$ cat src/rtl/rgb_colour_fader_with_breathing_assert.svh
// Assertion macros for the RGB colour fader with breathing.
// Included by the RTL modules that check their own logic; needs clk and rst_n in scope.
`ifndef RGB_COLOUR_FADER_WITH_BREATHING_ASSERT_SVH
`define RGB_COLOUR_FADER_WITH_BREATHING_ASSERT_SVH

`ifndef NO_ASSERTIONS
// same-cycle implication, checked outside reset
`define RGBF_ASSERT_SAME(label, ante, cons, msg) \
  label: assert property (@(posedge clk) disable iff (!rst_n) (ante) |-> (cons)) \
    else $error(msg);
// next-cycle implication, checked outside reset
`define RGBF_ASSERT_NEXT(label, ante, cons, msg) \
  label: assert property (@(posedge clk) disable iff (!rst_n) (ante) |=> (cons)) \
    else $error(msg);
`else
`define RGBF_ASSERT_SAME(label, ante, cons, msg)
`define RGBF_ASSERT_NEXT(label, ante, cons, msg)
`endif

`endif

$ cat src/rtl/rgbf_pkg.sv
// Shared types and constants for the RGB colour fader with breathing.
// No dependencies; imported by every module of the block.
package rgbf_pkg;

  localparam int DUTY_W   = 6;
  localparam int BREATH_W = 10;
  localparam int LEVEL_W  = 11;
  localparam int PERIOD_W = 16;
  localparam int ACC_W    = 16;

  localparam logic [DUTY_W-1:0]   DUTY_MAX      = 6'd63;
  localparam logic [BREATH_W-1:0] BREATH_MAX    = 10'd1000;
  localparam logic [PERIOD_W-1:0] PERIOD_RST_MS = 16'd1000;

  // acc / 100 for any 16-bit acc: (acc * 83887) >> 23
  localparam logic [16:0] DIV100_MUL   = 17'd83887;
  localparam int          DIV100_SHIFT = 23;

  // configuration register indexes
  typedef enum logic [0:0] {
    REG_FADE_PERIOD   = 1'b0,
    REG_BREATH_PERIOD = 1'b1
  } reg_idx_e;

  // item kinds carried in tuser
  typedef enum logic [0:0] {
    CMD_TICK   = 1'b0,
    CMD_COLOUR = 1'b1
  } cmd_e;

  // colour indexes; codes above the last one are ignored
  typedef enum logic [2:0] {
    COL_OFF    = 3'd0,
    COL_CYAN   = 3'd1,
    COL_PURPLE = 3'd2,
    COL_ORANGE = 3'd3,
    COL_WHITE  = 3'd4,
    COL_YELLOW = 3'd5
  } colour_e;

  localparam logic [2:0] COLOUR_LAST = 3'd5;

  // percentage levels used by the colour table
  typedef enum logic [1:0] {
    PCT_0   = 2'd0,
    PCT_15  = 2'd1,
    PCT_50  = 2'd2,
    PCT_100 = 2'd3
  } pct_e;

  typedef pct_e rgb_pct_t [3];

  // decoded item control
  typedef struct packed {
    logic       tick;
    logic       sel;
    logic [2:0] colour;
  } rgbf_ctl_t;

  // one result item, packed in tdata order (red lowest)
  typedef struct packed {
    logic                fading;
    logic [BREATH_W-1:0] breath_duty;
    logic [DUTY_W-1:0]   blue_duty;
    logic [DUTY_W-1:0]   green_duty;
    logic [DUTY_W-1:0]   red_duty;
  } rgbf_result_t;

  // red, green, blue percentages of each colour
  function automatic rgb_pct_t colour_pct(input logic [2:0] colour);
    rgb_pct_t p;
    unique case (colour)
      COL_CYAN:   p = '{PCT_0,   PCT_100, PCT_100};
      COL_PURPLE: p = '{PCT_100, PCT_0,   PCT_100};
      COL_ORANGE: p = '{PCT_100, PCT_15,  PCT_0};
      COL_WHITE:  p = '{PCT_100, PCT_100, PCT_100};
      COL_YELLOW: p = '{PCT_100, PCT_50,  PCT_0};
      default:    p = '{PCT_0,   PCT_0,   PCT_0};
    endcase
    return p;
  endfunction

endpackage

$ cat src/rtl/rgbf_timer.sv
// Step timer: holds one period register (stored as ms / FADE_STEPS) and a tick counter.
// Depends on rgbf_pkg.
module rgbf_timer #(
  parameter int FADE_STEPS = 50
) (
  input  logic                          clk,
  input  logic                          rst_n,
  input  logic                          set_en,
  input  logic [rgbf_pkg::PERIOD_W-1:0] set_ms,
  input  logic                          tick,
  output logic                          step
);
  import rgbf_pkg::*;

  // exact ms / FADE_STEPS for 16-bit ms by reciprocal multiply
  localparam int     L_BITS   = $clog2(FADE_STEPS);
  localparam int     Q_SHIFT  = PERIOD_W + L_BITS;
  localparam longint Q_MUL    = ((64'd1 << Q_SHIFT) + FADE_STEPS - 1) / FADE_STEPS;
  localparam logic [PERIOD_W-1:0] PERIOD_RST = PERIOD_W'(PERIOD_RST_MS / FADE_STEPS);

  logic [PERIOD_W-1:0] period_r;
  logic [PERIOD_W-1:0] count_r, count_nxt;
  logic [32:0]         q_prod;
  logic [PERIOD_W:0]   count_inc;

  assign q_prod = 33'(set_ms) * 33'(Q_MUL);

  // period register, divided at write time
  always_ff @(posedge clk) begin
    if (!rst_n) begin
      period_r <= PERIOD_RST;
    end else if (set_en) begin
      period_r <= PERIOD_W'(q_prod >> Q_SHIFT);
    end
  end

  // counter reaches the period: clear and step
  always_comb begin
    count_inc = {1'b0, count_r} + 1'b1;
    step      = count_inc >= {1'b0, period_r};
    count_nxt = count_r;
    if (tick) begin
      count_nxt = step ? '0 : count_inc[PERIOD_W-1:0];
    end
  end

  always_ff @(posedge clk) begin
    if (!rst_n) begin
      count_r <= '0;
    end else begin
      count_r <= count_nxt;
    end
  end

endmodule

$ cat src/rtl/rgbf_fader.sv
// Colour select and per-channel fade for red, green and blue.
// Depends on rgbf_pkg; computes the updated duties and the fading flag of each item.
module rgbf_fader #(
  parameter int FADE_STEPS   = 50,
  parameter int MAX_RGB_DUTY = 32
) (
  input  logic                        clk,
  input  logic                        rst_n,
  input  rgbf_pkg::rgbf_ctl_t         ctl,
  input  logic                        fstep,
  output logic [rgbf_pkg::DUTY_W-1:0] red_duty,
  output logic [rgbf_pkg::DUTY_W-1:0] green_duty,
  output logic [rgbf_pkg::DUTY_W-1:0] blue_duty,
  output logic                        fading
);
  import rgbf_pkg::*;

  // scaled targets for each percentage level, held at 63
  localparam int T15_RAW  = MAX_RGB_DUTY * 15 / 100;
  localparam int T50_RAW  = MAX_RGB_DUTY * 50 / 100;
  localparam int T100_RAW = MAX_RGB_DUTY * 100 / 100;
  localparam logic [DUTY_W-1:0] T15  = (T15_RAW > 63)  ? DUTY_MAX : DUTY_W'(T15_RAW);
  localparam logic [DUTY_W-1:0] T50  = (T50_RAW > 63)  ? DUTY_MAX : DUTY_W'(T50_RAW);
  localparam logic [DUTY_W-1:0] T100 = (T100_RAW > 63) ? DUTY_MAX : DUTY_W'(T100_RAW);

  // span * 100 / FADE_STEPS as one multiply by a constant and a shift
  localparam int     L_BITS     = $clog2(FADE_STEPS);
  localparam int     STEP_SHIFT = 16 + L_BITS;
  localparam longint RECIP      = ((64'd1 << STEP_SHIFT) + FADE_STEPS - 1) / FADE_STEPS;
  localparam longint STEP_MUL   = 100 * RECIP;
  localparam int     STEP_W     = 13;

  function automatic logic [DUTY_W-1:0] pct_target(input pct_e p);
    logic [DUTY_W-1:0] t;
    unique case (p)
      PCT_15:  t = T15;
      PCT_50:  t = T50;
      PCT_100: t = T100;
      default: t = '0;
    endcase
    return t;
  endfunction

  logic [DUTY_W-1:0] tgt_r   [3];
  logic [DUTY_W-1:0] cur_r   [3];
  logic [STEP_W-1:0] step_r  [3];
  logic [ACC_W-1:0]  acc_r   [3];
  logic [2:0]        last_r;

  logic [DUTY_W-1:0] tgt_nxt  [3];
  logic [DUTY_W-1:0] cur_nxt  [3];
  logic [STEP_W-1:0] step_nxt [3];
  logic [ACC_W-1:0]  acc_nxt  [3];
  logic [2:0]        last_nxt;

  rgb_pct_t          pct;
  logic              sel_ok;
  logic              fading_nxt;
  logic [DUTY_W-1:0] tgt_new  [3];
  logic [DUTY_W-1:0] span     [3];
  logic [29:0]       step_prod[3];
  logic [ACC_W-1:0]  acc_sum  [3];
  logic [32:0]       div_prod [3];

  // next state of the three channels
  always_comb begin
    pct        = colour_pct(ctl.colour);
    sel_ok     = ctl.sel && (ctl.colour <= COLOUR_LAST) && (ctl.colour != last_r);
    last_nxt   = sel_ok ? ctl.colour : last_r;
    fading_nxt = 1'b0;
    for (int ch = 0; ch < 3; ch++) begin
      tgt_new[ch]   = pct_target(pct[ch]);
      span[ch]      = (tgt_new[ch] >= cur_r[ch]) ? tgt_new[ch] - cur_r[ch]
                                                 : cur_r[ch] - tgt_new[ch];
      step_prod[ch] = 30'(span[ch]) * 30'(STEP_MUL);
      acc_sum[ch]   = (cur_r[ch] < tgt_r[ch]) ? acc_r[ch] + ACC_W'(step_r[ch])
                                              : acc_r[ch] - ACC_W'(step_r[ch]);
      div_prod[ch]  = 33'(acc_sum[ch]) * 33'(DIV100_MUL);

      tgt_nxt[ch]  = tgt_r[ch];
      cur_nxt[ch]  = cur_r[ch];
      step_nxt[ch] = step_r[ch];
      acc_nxt[ch]  = acc_r[ch];
      if (sel_ok) begin
        tgt_nxt[ch]  = tgt_new[ch];
        step_nxt[ch] = STEP_W'(step_prod[ch] >> STEP_SHIFT);
      end else if (fstep && (cur_r[ch] != tgt_r[ch])) begin
        acc_nxt[ch] = acc_sum[ch];
        cur_nxt[ch] = DUTY_W'(div_prod[ch] >> DIV100_SHIFT);
      end
      if (cur_nxt[ch] != tgt_nxt[ch]) begin
        fading_nxt = 1'b1;
      end
    end
  end

  always_ff @(posedge clk) begin
    if (!rst_n) begin
      last_r <= '0;
      for (int ch = 0; ch < 3; ch++) begin
        tgt_r[ch]  <= '0;
        cur_r[ch]  <= '0;
        step_r[ch] <= '0;
        acc_r[ch]  <= '0;
      end
    end else begin
      last_r <= last_nxt;
      for (int ch = 0; ch < 3; ch++) begin
        tgt_r[ch]  <= tgt_nxt[ch];
        cur_r[ch]  <= cur_nxt[ch];
        step_r[ch] <= step_nxt[ch];
        acc_r[ch]  <= acc_nxt[ch];
      end
    end
  end

  // duties as they stand after this item
  assign red_duty   = cur_nxt[0];
  assign green_duty = cur_nxt[1];
  assign blue_duty  = cur_nxt[2];
  assign fading     = fading_nxt;

  `include "rgb_colour_fader_with_breathing_assert.svh"

  `RGBF_ASSERT_SAME(a_last_in_table, 1'b1, last_r <= COLOUR_LAST, "last colour out of table")
  `RGBF_ASSERT_NEXT(a_bad_colour_ignored,
                    ctl.sel && (ctl.colour > COLOUR_LAST),
                    $stable(last_r) && $stable(tgt_r[0]),
                    "ignored colour changed state")

endmodule

$ cat src/rtl/rgbf_breath.sv
// Triangle-wave breathing level, stepped by its timer.
// Depends on rgbf_pkg.
module rgbf_breath #(
  parameter int FADE_STEPS = 50
) (
  input  logic                          clk,
  input  logic                          rst_n,
  input  logic                          bstep,
  output logic [rgbf_pkg::BREATH_W-1:0] breath_duty
);
  import rgbf_pkg::*;

  localparam logic [LEVEL_W-1:0] BSTEP = LEVEL_W'(1000 / FADE_STEPS);

  logic [LEVEL_W-1:0] level_r, level_nxt;
  logic               rising_r, rising_nxt;
  logic [LEVEL_W-1:0] level_up;

  // rise to the top, fall to the bottom; turn at the bottom without moving
  always_comb begin
    level_up   = level_r + BSTEP;
    level_nxt  = level_r;
    rising_nxt = rising_r;
    if (bstep) begin
      if (rising_r) begin
        level_nxt = level_up;
        if (level_up >= LEVEL_W'(BREATH_MAX)) begin
          rising_nxt = 1'b0;
        end
      end else if (level_r >= BSTEP) begin
        level_nxt = level_r - BSTEP;
      end else begin
        rising_nxt = 1'b1;
      end
    end
    breath_duty = (level_nxt > LEVEL_W'(BREATH_MAX)) ? BREATH_MAX
                                                      : level_nxt[BREATH_W-1:0];
  end

  always_ff @(posedge clk) begin
    if (!rst_n) begin
      level_r  <= '0;
      rising_r <= 1'b0;
    end else begin
      level_r  <= level_nxt;
      rising_r <= rising_nxt;
    end
  end

  `include "rgb_colour_fader_with_breathing_assert.svh"

  `RGBF_ASSERT_SAME(a_level_bound, 1'b1,
                    level_r < (LEVEL_W'(BREATH_MAX) + BSTEP),
                    "breathing level out of range")

endmodule

$ cat src/rtl/rgbf_outbuf.sv
// Two-entry output buffer (result register plus skid) for result items.
// Depends on rgbf_pkg.
module rgbf_outbuf (
  input  logic                   clk,
  input  logic                   rst_n,
  input  logic                   push,
  input  rgbf_pkg::rgbf_result_t push_data,
  output logic                   can_push,
  output logic                   out_valid,
  input  logic                   out_ready,
  output rgbf_pkg::rgbf_result_t out_data
);
  import rgbf_pkg::*;

  logic         main_v_r, skid_v_r;
  rgbf_result_t main_d_r, skid_d_r;
  logic         pop;

  assign pop       = main_v_r && out_ready;
  assign can_push  = !skid_v_r;
  assign out_valid = main_v_r;
  assign out_data  = main_d_r;

  // valid flags
  always_ff @(posedge clk) begin
    if (!rst_n) begin
      main_v_r <= 1'b0;
      skid_v_r <= 1'b0;
    end else if (skid_v_r) begin
      if (pop) begin
        skid_v_r <= 1'b0;
      end
    end else if (push) begin
      if (main_v_r && !pop) begin
        skid_v_r <= 1'b1;
      end else begin
        main_v_r <= 1'b1;
      end
    end else if (pop) begin
      main_v_r <= 1'b0;
    end
  end

  // payload
  always_ff @(posedge clk) begin
    if (skid_v_r) begin
      if (pop) begin
        main_d_r <= skid_d_r;
      end
    end else if (push) begin
      if (main_v_r && !pop) begin
        skid_d_r <= push_data;
      end else begin
        main_d_r <= push_data;
      end
    end
  end

  `include "rgb_colour_fader_with_breathing_assert.svh"

  `RGBF_ASSERT_SAME(a_skid_needs_main, skid_v_r, main_v_r, "skid full while result register empty")
  `RGBF_ASSERT_NEXT(a_stall_fills_skid, push && main_v_r && !out_ready, skid_v_r, "stalled item not held in skid")

endmodule

$ cat src/rtl/rgb_colour_fader_with_breathing.sv
// Top level of the RGB colour fader with breathing.
// Depends on rgbf_pkg, rgbf_timer, rgbf_fader, rgbf_breath and rgbf_outbuf.
//
// Usage:
//   Input items arrive on in_*: in_tuser is the command (0 = 1 ms tick,
//   1 = select colour), in_tdata[2:0] the colour index. Every item gives one
//   result item on out_* with the three RGB duties, the breathing duty and
//   the fading flag, all as they stand after that item.
//   Throughput: one item per cycle while in_tready is high; all channel
//   updates and both step timers finish in the accept cycle, and each
//   result is registered in the output buffer when its item is accepted.
//   A skid entry behind the result register takes one more item while the
//   receiver stalls; in_tready drops only when both entries are full.
//   Configuration: cfg_we writes cfg_wdata to register cfg_index
//   (0 fade period in ms, 1 breathing period in ms) at the clock edge;
//   write only while no item is in flight.
//   Reset: rst_n (synchronous, low) clears all duties, counters and the
//   buffer and loads both periods with 1000 ms.
module rgb_colour_fader_with_breathing #(
  parameter int FADE_STEPS   = 50,
  parameter int MAX_RGB_DUTY = 32
) (
  input  logic        clk,
  input  logic        rst_n,
  // configuration write port
  input  logic        cfg_we,
  input  logic [0:0]  cfg_index,
  input  logic [15:0] cfg_wdata,
  // input items
  input  logic        in_tvalid,
  output logic        in_tready,
  input  logic [7:0]  in_tdata,   // [2:0] colour, [7:3] zero
  input  logic [0:0]  in_tuser,   // [0] cmd
  // result items
  output logic        out_tvalid,
  input  logic        out_tready,
  output logic [31:0] out_tdata   // [5:0] red_duty, [11:6] green_duty, [17:12] blue_duty,
                                  // [27:18] breath_duty, [28] fading, [31:29] zero
);
  import rgbf_pkg::*;

  logic         accept;
  rgbf_ctl_t    ctl;
  logic         fstep, bstep;
  logic         fade_set, breath_set;
  rgbf_result_t res;
  rgbf_result_t res_q;

  // decode the accepted item
  assign accept     = in_tvalid && in_tready;
  assign ctl.tick   = accept && (in_tuser == CMD_TICK);
  assign ctl.sel    = accept && (in_tuser == CMD_COLOUR);
  assign ctl.colour = in_tdata[2:0];

  assign fade_set   = cfg_we && (cfg_index == REG_FADE_PERIOD);
  assign breath_set = cfg_we && (cfg_index == REG_BREATH_PERIOD);

  rgbf_timer #(.FADE_STEPS(FADE_STEPS)) u_fade_timer (
    .clk    (clk),
    .rst_n  (rst_n),
    .set_en (fade_set),
    .set_ms (cfg_wdata),
    .tick   (ctl.tick),
    .step   (fstep)
  );

  rgbf_timer #(.FADE_STEPS(FADE_STEPS)) u_breath_timer (
    .clk    (clk),
    .rst_n  (rst_n),
    .set_en (breath_set),
    .set_ms (cfg_wdata),
    .tick   (ctl.tick),
    .step   (bstep)
  );

  rgbf_fader #(
    .FADE_STEPS   (FADE_STEPS),
    .MAX_RGB_DUTY (MAX_RGB_DUTY)
  ) u_fader (
    .clk        (clk),
    .rst_n      (rst_n),
    .ctl        (ctl),
    .fstep      (fstep && ctl.tick),
    .red_duty   (res.red_duty),
    .green_duty (res.green_duty),
    .blue_duty  (res.blue_duty),
    .fading     (res.fading)
  );

  rgbf_breath #(.FADE_STEPS(FADE_STEPS)) u_breath (
    .clk         (clk),
    .rst_n       (rst_n),
    .bstep       (bstep && ctl.tick),
    .breath_duty (res.breath_duty)
  );

  rgbf_outbuf u_outbuf (
    .clk       (clk),
    .rst_n     (rst_n),
    .push      (accept),
    .push_data (res),
    .can_push  (in_tready),
    .out_valid (out_tvalid),
    .out_ready (out_tready),
    .out_data  (res_q)
  );

  assign out_tdata = {3'b000, res_q};

endmodule
$ cat config.mk
export PLATFORM = sky130hd
export DESIGN_NAME = rgb_colour_fader_with_breathing
export DESIGN_NICKNAME = d
export VERILOG_FILES = /design/src/rtl/rgbf_pkg.sv /design/src/rtl/rgbf_timer.sv /design/src/rtl/rgbf_fader.sv /design/src/rtl/rgbf_breath.sv /design/src/rtl/rgbf_outbuf.sv /design/src/rtl/rgb_colour_fader_with_breathing.sv
export VERILOG_INCLUDE_DIRS = /design/src /design/src/rtl
export SDC_FILE = /design/constraint.sdc
export NUM_CORES = 2
export LEC_CHECK = 0
export ABC_AREA = 1
export ABC_CLOCK_PERIOD_IN_PS = 10500
export BUFFER_PORTS_ARGS = -buffer_cell sky130_fd_sc_hd__buf_2
export CAP_MARGIN = 20
export CORE_MARGIN = 4
export CORE_UTILIZATION = 67
export DETAILED_ROUTE_END_ITERATION = 12
export GPL_TIMING_DRIVEN = 0
export PLACE_DENSITY = 0.84
export SLEW_MARGIN = 25
export SYNTH_ARGS = -nofsm -noshare
export SYNTH_HDL_FRONTEND = slang
export SYNTH_HIERARCHICAL = 1
export SYNTH_SLANG_ARGS = --single-unit
$ cat constraint.sdc
create_clock -name clk -period 10.5 [get_ports clk]
set_clock_uncertainty 0.2 [all_clocks]
set_input_delay 1.05 -clock clk [delete_from_list [all_inputs] [get_ports clk]]
set_output_delay 1.05 -clock clk [all_outputs]
set_load 0.005 [all_outputs]
==> results.md <==
- Htree depth: 1
- Nets: 6329
- Crit path arrival time: between 9 and 10 ns
- Setup bufs post-CTS: 0
- Critical path's slowest cell: fa_1
- Place WS: 0.9903 ns
- Initial core utilization: 68.07%
- Tcrit/Tclk final: 91.66%
- Setup crit start kind: flip-flop
- Worst Hold Path Cells: 2
- Crit Path Max Fanout: 8
- Total grt overflow: 0
- Slew @ Worst Pin: 1.123 ns
- R2R Setup Slk: 0.88 ns
- Clock Sinks: 226
- Vias per cell: roughly 5.5
- Setup_tns: 0 ns
- CTS tree: built
- R2R Path End: u_outbuf/out_data[28]$_DFFE_PP_
- Worst setup endpoint: u_outbuf/out_data[28]$_DFFE_PP_
- Clock Latency Late Sink: slightly below 0.6 ns
- Hold path startpoint: u_breath_timer/period_r[4]$_SDFFE_PN1P_
- Share of layout cells above drive strength 1: 5.566%
- Antenna viol nets, final: 0
- Fin. max-slew vios: 0
- RR Startpoint: u_fader/cur_r[0][13]$_SDFF_PN0_
- Area Overhead vs Synth: 5.859%
- Syn_area_per_cell: 7.896 um2
- Final GP Congestion: 0.9458
- Drt wl/cell: ~16 um
- Fin crit period: 9.624 ns
- Die H: about 250 um
- Final hold vios: 0
- Detailed router's first-iteration violation count: about 2.3k
- GRT Total Usage: 30.17%
- TritonCTS Buffers: 27
- Hold Path Class: flip-flop to flip-flop
- Final WS setup: 0.8762 ns
- Sequential area share after synthesis: 12.90%
- DR vias: 32.31k
- Post-Syn Area: 39570 um2
- Critical path origin: u_fader/cur_r[0][13]$_SDFF_PN0_
- Unrepaired setup endpoints after global routing: false
- CTS Hold Bufs: 0
- Core box area: 58140 um2
- Leading area contributor after synthesis: fa_1
- Synth warn: 6
- CP max stage delay: 0.65 ns
- First-pass detailed-route iteration total: 7
- Boundary pin count: 65
- Port Buffers: 56
- Vias in the first global route: between 30k and 40k
- Post-Route WL: 94.42 mm
- Clock Path Buffers: 3
- Status: finished, final reports clean
- Residual DRC: 0
- Num rows: 88
- Root buf cell: clkbuf_16
- Worst r2r path cells: 43
- Final core occ: between 70% and 80%
- Global-route wire length before repair: about 160 mm
- Top cell by count, worst path: nand2_1
- Top cells by area, synth: fa_1 24%, ha_1 22%, inv_1 12%
- Die area: 63020 um2
- Initial antenna violation count: 2
- WS Path Type: flip-flop to flip-flop
- Top cell type's share of synthesized area: 23.78%
- Resized cells post-CTS: 0
- Clock transition at the registers of the reported paths: 0.07 ns
- CP required: 10.63 ns
- Synth Instances: 5012
- Largest net degree at the start of global routing: 30
- Seq cells post-synth: 226
- Max Cap Violations: 0
- Detailed placement HPWL: 79.50 mm
- Cell variety after synth: 69
- Final Setup Violations: 0
- CP endpoint kind: flip-flop
- Die extent in x: 251.0 um
- Worst relative slew slack: roughly a quarter
- Highest Clock Rate: 103.9 MHz
## per-layer routing
metal	vias to the layer above	track usage (%)	part of all wire, %
met2	1063	52.23	48
met5	-	0	0
met4	0	10.79	3.8
li1	15750	-	-
met1	15250	39.73	43
met3	247	2.969	5.6
## through the flow
step | std cells | hold WS (ns) | instance area (um2)
final | 5905 | 0.2736 | 41890
after global routing | 5904 | 0.2911 | 41890
after CTS | 5903 | 0.2776 | 41890
after detailed placement | 5853 | 0.2555 | 40940
after global placement | 5852 | 0.2561 | 40880
after floorplan | 5031 | 0.2301 | 39640
## cell families (layout without fill, tap and decap cells)
| family | after synthesis | in the layout | synth area share, % |
|---|---|---|---|
| flip-flops | 226 | 226 | 12.90 |
| buffers and inverters | 1315 | 1422 | 12.80 |
| other | 4 | 25 | 0.03793 |
| AND/OR/NAND/NOR | 1665 | 1665 | 18.21 |
| XOR/XNOR | 96 | 96 | 2.248 |
| adder cells (fa/ha/maj) | 1181 | 1181 | 46.26 |
| AO/OA/AOI/OAI | 525 | 525 | 7.547 |
## state kept, by name, summed over array words and instances, names as in the netlist, 3 cells and up
signal	count
u_fader/step_r	18
u_breath_timer/period_r	11
u_fade_timer/count_r	16
u_outbuf/skid_d_r	29
u_breath/level_r	9
u_fader/last_r	3
u_fader/acc_r	45
u_fade_timer/period_r	11
u_fader/cur_r	18
u_breath_timer/count_r	16
u_outbuf/out_data	29
u_fader/tgt_r	18
## cells in the mapped netlist, drive strengths merged
cell type and instances:
a21o 23, o31ai 5, a31oi 11, a21oi 266
a21boi 9, nand4 51, edfxtp 58, fa 470
clkbuf 22, xnor2 30, nor2 348, o21bai 17
ha 711, a211oi 7, nand2 969, o2111ai 3
nor3b 2, nand3 212, and3 3, buf 30
nor3 45, and2 1, xor2 66, a221oi 3
or2 16, o21ai 158, dfxtp 168, a31o 1
o211ai 16, clkinv 12, nand3b 10, inv 1251
o21a 6, nand2b 1, nor4 7, conb 4
## placed cells by master (no fill, tap or decap), types with 29 or more instances in the layout
master / n
nor2_1: 322
buf_2: 65
xor2_1: 62
edfxtp_1: 58
nand4_1: 50
ha_1: 711
nand3_1: 196
nand2_2: 29
fa_1: 470
o21ai_0: 132
inv_1: 1228
nand2_1: 936
a21oi_1: 258
dfxtp_1: 168
nor3_1: 41
## how the worst min path moves through the flow
stage | end | slack (ns)
after global routing | u_fader/tgt_r[0][6]$_SDFF_PN0_ | 0.29
after detailed placement | u_breath_timer/period_r[2]$_SDFFE_PN1P_ | 0.26
after floorplan | u_breath_timer/count_r[15]$_SDFFE_PN0P_ | 0.23
after global placement | u_breath_timer/period_r[2]$_SDFFE_PN1P_ | 0.26
final | u_breath_timer/period_r[4]$_SDFFE_PN1P_ | 0.27
after CTS | u_fader/tgt_r[0][6]$_SDFF_PN0_ | 0.28
## cell type report
cell class / count / area [um2]
Buffer: 52 / 310.3
Timing Repair Buffer: 57 / 307.8
Tap cell: 765 / 957.2
Inverter: 1263 / 4756
Fill cell: 4332 / 16240
Multi-Input combinational cell: 3490 / 29500
Sequential cell: 226 / 5105
Clock inverter: 17 / 181.4
Antenna cell: 2 / 5.005
Clock buffer: 33 / 769.5
## critical path, delay by kind of cell (launching register included)
family	cells	cell delay, ns
buf+inv	7	0.70
fa+ha+maj	9	4.00
flops	1	0.42
xor+xnor	2	0.65
compound gates	5	0.80
simple gates	20	2.60
Power is left out: the tool's default activity adds up to more than one toggle a clock period on the data nets, which glitch-free logic cannot reach.
